**config.mk**
```make
export PLATFORM = sky130hd
export DESIGN_NAME = fre_front
export DESIGN_NICKNAME = d
export VERILOG_FILES = /design/src/fre_pkg.sv /design/src/fre_front.sv
export SDC_FILE = /design/constraint.sdc
export NUM_CORES = 1
export LEC_CHECK = 0
export ABC_AREA = 1
export BUFFER_PORTS_ARGS = -buffer_cell sky130_fd_sc_hd__buf_2
export CAP_MARGIN = 20
export CORE_ASPECT_RATIO = 1.5
export CORE_MARGIN = 2
export CORE_UTILIZATION = 35
export DETAILED_ROUTE_END_ITERATION = 10
export SLEW_MARGIN = 25
export SYNTH_ARGS = -nofsm -noshare
export SYNTH_HDL_FRONTEND = slang
export SYNTH_SLANG_ARGS = --single-unit
```
**constraint.sdc**
```tcl
create_clock -name clk_i -period 5.1 [get_ports clk_i]
set_clock_uncertainty 0.15 [all_clocks]
set_input_delay 0.51 -clock clk_i [delete_from_list [all_inputs] [get_ports clk_i]]
set_output_delay 0.51 -clock clk_i [all_outputs]
set_load 0.03 [all_outputs]
```
**src/fre_pkg.sv**
```systemverilog
// Shared types, codes and helper functions of the fragment reassembly engine.
`default_nettype none
package fre_pkg;

  localparam int LEN_W = 11;

  localparam logic [1:0] FUNC_TICK = 2'd0;
  localparam logic [1:0] FUNC_BYTE = 2'd1;
  localparam logic [1:0] FUNC_READ = 2'd2;

  localparam logic [2:0] ST_NONE       = 3'd0;
  localparam logic [2:0] ST_INVALID    = 3'd1;
  localparam logic [2:0] ST_DUPLICATE  = 3'd2;
  localparam logic [2:0] ST_SUPERSEDED = 3'd3;
  localparam logic [2:0] ST_TIMEOUT    = 3'd4;
  localparam logic [2:0] ST_CRC_ERROR  = 3'd5;
  localparam logic [2:0] ST_COMPLETE   = 3'd6;
  localparam logic [2:0] ST_READ_BYTE  = 3'd7;

  localparam logic [7:0]  RTCM_PREAMBLE = 8'hD3;
  localparam logic [24:0] CRC24Q_POLY   = 25'h1864CFB;

  typedef struct packed {
    logic [1:0]       func;
    logic             header_bad;
    logic [15:0]      stream_id;
    logic [31:0]      frame_sequence;
    logic [LEN_W-1:0] frame_length;
    logic [3:0]       fragment_count;
    logic [2:0]       fragment_index;
    logic [6:0]       byte_pos;
    logic [7:0]       data_byte;
    logic             last_byte;
  } item_t;

  // Wrapping serial comparison: cand is ahead of ref by less than half the space.
  function automatic logic is_newer(input logic [31:0] cand, input logic [31:0] ref_seq);
    logic [31:0] d;
    d = cand - ref_seq;
    return (d != 32'd0) && !d[31];
  endfunction

  // One byte through CRC-24Q, MSB first.
  function automatic logic [23:0] crc24q_byte(input logic [23:0] crc, input logic [7:0] b);
    logic [24:0] c;
    c = {1'b0, crc ^ {b, 16'd0}};
    for (int k = 0; k < 8; k++) begin
      c = {c[23:0], 1'b0};
      if (c[24]) begin
        c = c ^ CRC24Q_POLY;
      end
    end
    return c[23:0];
  endfunction

endpackage
`default_nettype wire

```
**src/fre_front.sv**
```systemverilog
// Front end: takes transactions, classifies the header and queues them.
`default_nettype none
module fre_front #(
  parameter int MAX_FRAME_BYTES = 1024,
  parameter int MAX_FRAGMENTS   = 8
) (
  input  wire logic                    clk_i,
  input  wire logic                    rst_ni,
  input  wire logic                    push_i,
  input  wire logic [1:0]              func_i,
  input  wire logic                    header_ok_i,
  input  wire logic [15:0]             stream_id_i,
  input  wire logic [31:0]             frame_sequence_i,
  input  wire logic [fre_pkg::LEN_W-1:0] frame_length_i,
  input  wire logic [3:0]              fragment_count_i,
  input  wire logic [2:0]              fragment_index_i,
  input  wire logic [6:0]              byte_pos_i,
  input  wire logic [7:0]              data_byte_i,
  input  wire logic                    last_byte_i,
  output logic                         full_o,
  output logic                         head_valid_o,
  output fre_pkg::item_t               head_o,
  input  wire logic                    pop_i
);

  fre_pkg::item_t item;
  fre_pkg::item_t entry_q [2];
  logic           wr_ptr_q, rd_ptr_q;
  logic [1:0]     count_q;

  always_comb begin
    item.func           = func_i;
    item.header_bad     = !header_ok_i || (fragment_count_i == 4'd0) ||
                          (32'(fragment_count_i) > MAX_FRAGMENTS) ||
                          ({1'b0, fragment_index_i} >= fragment_count_i) ||
                          (32'(frame_length_i) > MAX_FRAME_BYTES);
    item.stream_id      = stream_id_i;
    item.frame_sequence = frame_sequence_i;
    item.frame_length   = frame_length_i;
    item.fragment_count = fragment_count_i;
    item.fragment_index = fragment_index_i;
    item.byte_pos       = byte_pos_i;
    item.data_byte      = data_byte_i;
    item.last_byte      = last_byte_i;
  end

  assign full_o       = count_q == 2'd2;
  assign head_valid_o = count_q != 2'd0;
  assign head_o       = entry_q[rd_ptr_q];

  always_ff @(posedge clk_i) begin
    if (push_i) begin
      entry_q[wr_ptr_q] <= item;
    end
  end

  always_ff @(posedge clk_i or negedge rst_ni) begin
    if (!rst_ni) begin
      wr_ptr_q <= 1'b0;
      rd_ptr_q <= 1'b0;
      count_q  <= 2'd0;
    end else begin
      if (push_i) begin
        wr_ptr_q <= !wr_ptr_q;
      end
      if (pop_i) begin
        rd_ptr_q <= !rd_ptr_q;
      end
      count_q <= count_q + 2'(push_i) - 2'(pop_i);
    end
  end

endmodule
`default_nettype wire

```
==> results of run 1 <==
## through the flow
stage	util (%)	power (mW)
6_report	44.32	4.989
5_1_grt	44.28	5.221
4_1_cts	44.28	5.069
3_5_place_dp	41.23	3.822
3_3_place_gp	41.23	3.791
2_1_floorplan	-	3.442
## final cells by class
type / count / area (µm²)
diodes: 3 / 7.507
clock buffers: 24 / 471.7
clock inverters: 8 / 93.84
fillers: 1749 / 10540
inverters: 12 / 46.29
multi-input cells: 121 / 1324
flip-flops and latches: 174 / 5209
well taps: 256 / 320.3
repair buffers: 180 / 915.9
## per-layer routing
metal	track usage, %	vias up	part of all wire, %
li1	-	1597	-
met1	12.49	1689	37
met5	0	-	0
met3	5.140	17	6.8
met4	6.422	0	2.3
met2	21.82	100	53
## repair_timing
item	CTS	global route
hold endpoints to repair	4	0
hold buffers	1	0
resized for setup	0	0
## path summary, 6_finish.rpt
check	to	start	cells after the start
max in group asynchronous	rd_ptr_q	rst_ni	2
max reg2reg	entry_q[1][76]	wr_ptr_q	3
min reg2reg	wr_ptr_q	wr_ptr_q	1
max	head_o[79]	rd_ptr_q	3
min	entry_q[1][13]	byte_pos_i[4]	1
min in group asynchronous	wr_ptr_q	rst_ni	2
## kinds of logic (layout without fill, tap and decap cells)
| logic type | after synthesis | count (layout) |
|---|---|---|
| AOI/OAI and AO/OA | 2 | 2 |
| xor gates and xnor gates | 4 | 4 |
| adders and majority gates | 5 | 5 |
| buffers and inverters | 22 | 224 |
| DFF | 174 | 174 |
| muxes | 85 | 85 |
| other | 0 | 3 |
| and+or+nand+nor | 25 | 25 |
## Yosys cell counts
master and n:
nand4_1 1, nor2_1 10, o21bai_1 1, buf_8 1
ha_1 5, edfxtp_1 170, buf_12 4, nand3_1 2
buf_6 1, mux2_2 45, mux2_4 40, o21ai_0 1
xnor2_1 2, buf_2 4, xor2_1 2, inv_1 12
nand2_1 12, dfrtp_1 4
## state kept, by name, summed over array words and instances (netlist names)
name      flops
count_q       2
entry_q     170
rd_ptr_q      1
wr_ptr_q      1
## worst max-delay path, delay by kind of cell, from the launching register on
| family | cells | cell delay [ns] |
|---|---|---|
| flip-flops | 1 | 1.01 |
| buffers and inverters | 2 | 0.77 |
| multiplexers | 1 | 0.39 |
## where the power goes
group	switching (mW)	internal, mW
registers	0.164	1.90
clock network	0.491	0.743
logic	1.04	0.646
==> results.yml, run 1 <==
placed_design:
  io_buffers: 175
  post-place-ws_ns: 2.192
  place.gp.congestion: 0.6811
  place_inst: 742
  postPlaceCellArea_um2: 7805
  dp_hpwl_um: 8094
critical_path:
  crit_path_end_kind: "primary output"
  start_kind: "flop"
  worstPathMaxFanout: 58
  slowest_delay_ns: 1.01
  r2r_setup_slack_ns: 2.86
  worstPathArrival_ns: 2.64
  crit_slowest_cell: "dfrtp_4"
  crit_chain: "buf_4, mux2_2, buf_2"
  cp.required_ns: 4.44
  crit_type: "reg -> out"
grt:
  grt_first_pass_wirelength_um: 18600
  antenna_found_initial: 3
  grt-ovfl-total: 0
  grt.total_usage_pct: 12.52
  first_global_vias: 3705
  grt_max_degree: 59
sta:
  fin_crit_sh_pct: 64.62
  tightest_slew_ns: 0.8944
  slew_viol_final: 0
  fmax_ghz: 0.3035
  setup_tns_ns: 0
  hold_viol_final: 0
  slew_headroom_pct: 40.38
  final.setup.worst_slack_ns: 1.805
  grt_setup_unrepaired: "false"
  finalSetupViolCount: 0
  hold_slack_ns: 0.1245
  layout_min_cycle_time_ns: 3.295
synthesis:
  syn_area_um2: 6693
  synth-compound-area-share_pct: 0.1870
  yosys_warnings: 0
  synth-xor-area-share_pct: 0.5235
  synth_top_area_share_pct: 76.28
  ys_seq_elements: 174
  synth.distinct_cells: 18
  synth_area_per_cell_um2: 21.11
  syn_nets: 411
  synth_fa_ha_area_share_pct: 0.9348
  yosys.area.top_type: "edfxtp_1"
  synth_top_family_by_area: "multiplexers"
  synth-simple-area-share_pct: 1.477
  synth_mux_area_share_pct: 16.55
  netlist_instances: 317
  synthTopCellsByArea: "edfxtp_1, mux2_4, mux2_2"
  ys_seq_area_share_pct: 77.77
cells_and_area:
  drive_above_1_share_pct: 56.45
  layout.cells.non_filler: 778
  area_delta_synth_final_pct: 25.33
  nNetsFinal: 600
  final_common_cell: "buf_2"
  final_area_um2: 8388
  final_cell_mix: "buf_2, edfxtp_1, mux2_2"
outcome:
  status: "finished, final reports clean"
power_and_ir_drop:
  p_leak_nw: 3.296
  p_per_area_nw_per_um2: 594.8
  vdd_ir_drop_max_mv: 0.4307
route:
  dr.pass1.iters: 6
  wire_per_inst_um: 15.60
  via_count: 3403
  ant_nets: 0
  drc: 0
  drtIter0Drc: 164
  vias_per_cell: 4.374
  wl_um: 12140
cts:
  cts_tree: "done"
  cts_buffer_depth: 2
  cts-root-buf: "clkbuf_16"
  cts_made_buffers: 17
  clock_sinks: 174
  cts_setup_buffers: 0
  htreeDepth: 4
  path_clk_slew_ns: 0.06
  clkLatencyLatePin_ns: 0.42
floorplanning:
  fp.dieW_um: 116.9
  die_h_um: 173.4
  core-area_um2: 18930
  ios: 176
  row_count: 62
  die_area_um2: 20270
  initial_core_util_pct: 35.36
job:
  cap_viol_max_count: 0
worst_hold_path:
  hold_path.class: "in -> reg"
No activity file was read; power rests on OpenSTA's default activity.
==> inputs of run 2 (changes only) <==
==> constraint.sdc (replaced) <==
create_clock -name clk_i -period 2.7 [get_ports clk_i]
set_clock_uncertainty 0.15 [all_clocks]
set_input_delay 0.27 -clock clk_i [delete_from_list [all_inputs] [get_ports clk_i]]
set_output_delay 0.27 -clock clk_i [all_outputs]
set_load 0.03 [all_outputs]
==> results.yml, run 2 (synthesized netlist as in run 1, its figures left out) <==
outcome:
  status: "finished, final reports clean"
cells_and_area:
  final_cell_mix: "buf_2, edfxtp_1, dlygate4sd3_1"
  largest_registers: "entry_q x170, count_q x2"
  largest-register: "entry_q"
  area_delta_synth_final_pct: 40.29
  largest_register_ff_count: 170
  layout.cells.non_filler: 863
  fillers: 1600
  fin_util_pct: 49.60
  drive_above_1_share_pct: 49.26
  antenna_cells: 0
  nNetsFinal: 688
  final_area_um2: 9389
  final_common_cell: "buf_2"
power_and_ir_drop:
  p_per_area_nw_per_um2: 1066
  p_leak_nw: 3.722
  finalPower_mw: 10.01
  vdd_ir_drop_max_mv: 0.6972
route:
  wire_per_inst_um: 14.96
  wl_um: 12910
  drc: 0
  vias_per_cell: 4.360
  via_count: 3763
  ant_nets: 0
  drtIter0Drc: 125
  dr.pass1.iters: 4
cts:
  htreeDepth: 4
  cts_made_buffers: 17
  cts_buffer_depth: 2
  cts_setup_buffers: 0
  cts-root-buf: "clkbuf_16"
  clkLatencyLatePin_ns: 0.42
  path_clk_slew_ns: 0.06
  clock_sinks: 174
  cts_tree: "done"
sta:
  setup_tns_ns: 0
  fmax_ghz: 0.4338
  final.setup.worst_slack_ns: 0.3946
  tightest_slew_ns: 0.7306
  layout_min_cycle_time_ns: 2.305
  slew_viol_final: 0
  slew_headroom_pct: 51.29
  hold_viol_final: 0
  grt_setup_unrepaired: "false"
  fin_crit_sh_pct: 85.39
  finalSetupViolCount: 0
  hold_slack_ns: 0.02995
critical_path:
  path_depth: 3
  worstPathMaxFanout: 44
  cp.required_ns: 2.28
  slowest_delay_ns: 0.54
  start_kind: "flop"
  crit_end: "head_o[26]"
  cpLargestDelayFamily: "flip-flops"
  crit_path_end_kind: "primary output"
  crit_slowest_cell: "dfrtp_4"
  reg2reg_to: "entry_q[0][27]"
  crit_chain: "buf_12, mux2_2, buf_2"
  crit_path_start: "rd_ptr_q"
  crit_type: "reg -> out"
  r2r_setup_slack_ns: 1.02
  r2r_start: "wr_ptr_q"
  worstPathArrival_ns: 1.89
  crit_buf_inv: 2
  ff2ff_path_depth: 2
grt:
  grt-ovfl-total: 0
  first_global_vias: 4142
  grt_max_degree: 51
  grt.total_usage_pct: 13.05
  grt_first_pass_wirelength_um: 19540
  antenna_found_initial: 0
placed_design:
  postPlaceCellArea_um2: 7845
  io_buffers: 175
  place_inst: 744
  post-place-ws_ns: 0.8425
  place.gp.congestion: 0.7061
  dp_hpwl_um: 7830
floorplanning:
  ios: 176
  row_count: 62
  core-area_um2: 18930
  fp.dieW_um: 116.9
  die_area_um2: 20270
  initial_core_util_pct: 35.36
  die_h_um: 173.4
job:
  cap_viol_max_count: 0
worst_hold_path:
  hold_path.class: "in -> async"
## run 2: cell count changes in the layout (fill, tap and decap cells not counted), sizes merged
cell,change
buf,+2
bufinv,+4
clkbuf,-3
clkinv,-2
clkinvlp,+1
diode,-3
dlygate4sd3,+86
## run 2: final cells by class
type                    count  area [µm²]  area share, %
flip-flops and latches    174        5209          55.48
repair buffers            268        1817          19.35
multi-input cells         121        1324          14.10
clock buffers              21       460.4          4.904
well taps                 256       320.3          3.412
clock inverters            11       212.7          2.265
inverters                  12       46.29         0.4931
## run 2: worst min-delay path by stage
| stage | endpoint |
|---|---|
| after floorplan | count_q[0] |
| after global placement | count_q[0] |
| after detailed placement | rd_ptr_q |
| after CTS | count_q[1] |
| after global routing | rd_ptr_q |
| final | count_q[0] |
## run 2: layer usage
| metal | track usage (%) | routed length, µm | up-vias |
|---|---|---|---|
| li1 | - | - | 1775 |
| met1 | 12.86 | 4821 | 1830 |
| met2 | 23.51 | 7002 | 131 |
| met3 | 4.266 | 681 | 27 |
| met4 | 6.961 | 404 | 0 |
| met5 | 0 | 0 | - |
## run 2: repair_timing
| action | 4_1_cts | 5_1_grt |
|---|---|---|
| resized for setup | 0 | 0 |
| hold buffers | 87 | 0 |
| endpoints found under the hold margin | 175 | 0 |
## run 2: where the power goes
group | switching (mW) | total (mW) | internal [mW]
clock network | 0.969 | 2.75 | 1.78
registers | 0.161 | 3.75 | 3.59
logic | 2.16 | 3.51 | 1.34
==> inputs of run 3 (changes only) <==
--- a/config.mk
+++ b/config.mk
@@ -12,6 +12,7 @@
 export CORE_MARGIN = 2
 export CORE_UTILIZATION = 35
 export DETAILED_ROUTE_END_ITERATION = 10
+export PLACE_DENSITY = 0.63
 export SLEW_MARGIN = 25
 export SYNTH_ARGS = -nofsm -noshare
 export SYNTH_HDL_FRONTEND = slang
==> results.yml, run 3 (synthesized netlist as in run 1, its figures left out) <==
outcome:
  status: "finished, final reports clean"
critical_path:
  crit_path_end_kind: "primary output"
  crit_slowest_cell: "dfrtp_4"
  worstPathMaxFanout: 48
  slowest_delay_ns: 0.44
  crit_type: "reg -> out"
  crit_chain: "buf_12, mux2_2, buf_2"
  start_kind: "flop"
  worstPathArrival_ns: 1.75
  cp.required_ns: 2.28
floorplanning:
  initial_core_util_pct: 35.36
  core-area_um2: 18930
  fp.dieW_um: 116.9
  row_count: 62
  ios: 176
  die_area_um2: 20270
  die_h_um: 173.4
cells_and_area:
  area_delta_synth_final_pct: 40.33
  largest_register_ff_count: 170
  final_common_cell: "buf_2"
  fillers: 1599
  nNetsFinal: 688
  drive_above_1_share_pct: 49.01
  antenna_cells: 0
  fin_util_pct: 49.62
  final_cell_mix: "buf_2, edfxtp_1, dlygate4sd3_1"
  largest_registers: "entry_q x170, count_q x2"
  layout.cells.non_filler: 862
  largest-register: "entry_q"
route:
  wire_per_inst_um: 15.01
  dr_wl_met3_um: 710
  highest_layer: "met4"
  wl_met2_um: 7007
  drtIter0Drc: 155
  via_count: 3765
  met1_length_um: 4796
  wl_um: 12940
  drc: 0
  vias_per_cell: 4.368
  ant_nets: 0
  dr.pass1.iters: 6
placed_design:
  place_inst: 744
  place.gp.congestion: 0.7055
  dp_hpwl_um: 8096
  io_buffers: 175
grt:
  grt_first_pass_wirelength_um: 20090
  grt_max_degree: 58
  first_global_vias: 4255
  grt.total_usage_pct: 13.22
  antenna_found_initial: 0
  grt-ovfl-total: 0
sta:
  grt_setup_unrepaired: "false"
  slew_viol_final: 0
  layout_min_cycle_time_ns: 2.174
  slew_headroom_pct: 46.62
  tightest_slew_ns: 0.8008
  finalSetupViolCount: 0
  fin_crit_sh_pct: 80.51
  hold_slack_ns: 0.04046
  hold_viol_final: 0
  fmax_ghz: 0.4600
cts:
  htreeDepth: 4
  clock_sinks: 174
  cts_made_buffers: 17
  clkLatencyLatePin_ns: 0.42
  path_clk_slew_ns: 0.06
  cts_tree: "done"
  cts_buffer_depth: 2
  cts-root-buf: "clkbuf_16"
  ctsResizeCount: 0
worst_hold_path:
  hold_path.class: "in -> async"
job:
  cap_viol_max_count: 0
power_and_ir_drop:
  p_per_area_nw_per_um2: 1063
  p_leak_nw: 3.720
  vdd_ir_drop_max_mv: 0.7529
## run 3: cell count changes in the layout (fill, tap and decap cells not counted), sizes merged
cell	before	now
clkbuf	21	19
clkinv	3	5
clkinvlp	3	2
## run 3: worst max-delay path: cells and delay by family, from the launching register on
kind / cells / cell delay, ns
buf+inv: 2 / 0.47
flops: 1 / 0.44
mux: 1 / 0.38
## run 3: repair_timing
action / in CTS / in global routing
setup buffers: 0 / 0
hold buffers: 87 / 0
endpoints found under the setup margin: 0 / 0
hold endpoints to repair: 175 / 0
## run 3: metal layers
metal	vias up	GRT usage, %
met1	1832	13.45
met3	33	4.336
li1	1775	-
met2	125	23.51
met4	0	6.814
met5	-	0
## run 3: stage by stage
stage | instance area [µm²] | power [mW] | TNS, ns | setup WS, ns
after floorplan | 6700 | 6.480 | -0.5637 | -0.006632
after global placement | 7870 | 7.216 | 0 | 0.8878
after detailed placement | 7870 | 7.294 | 0 | 0.8367
after CTS | 9392 | 10.10 | 0 | 0.4792
after global routing | 9392 | 10.39 | 0 | 0.4548
final | 9392 | 9.980 | 0 | 0.5262
## run 3: path summary, 6_finish.rpt
path	start	end	slack, ns	cells past startpoint
worst min register to register	wr_ptr_q	wr_ptr_q	0.41	1
worst min-delay path	rst_ni	wr_ptr_q	0.04	2
max in group asynchronous	rst_ni	rd_ptr_q	2.22	2
worst max register to register	wr_ptr_q	entry_q[1][53]	0.90	3
worst max-delay path	rd_ptr_q	head_o[84]	0.53	3
min in group clk_i	header_ok_i	entry_q[0][82]	0.16	6
## run 3: layout make-up
| class | count | area [µm²] | area share, % |
|---|---|---|---|
| inverter | 12 | 46.29 | 0.4929 |
| timing repair buffer | 268 | 1842 | 19.61 |
| sequential | 174 | 5209 | 55.46 |
| clock inverter | 12 | 217.7 | 2.318 |
| clock buffer | 19 | 432.9 | 4.610 |
| multi-input combinational | 121 | 1324 | 14.10 |
| tap | 256 | 320.3 | 3.411 |
## run 3: power by group
part / switching [mW] / internal, mW / total, mW
logic: 2.20 / 1.37 / 3.57
registers: 0.131 / 3.59 / 3.72
clock network: 0.965 / 1.72 / 2.69
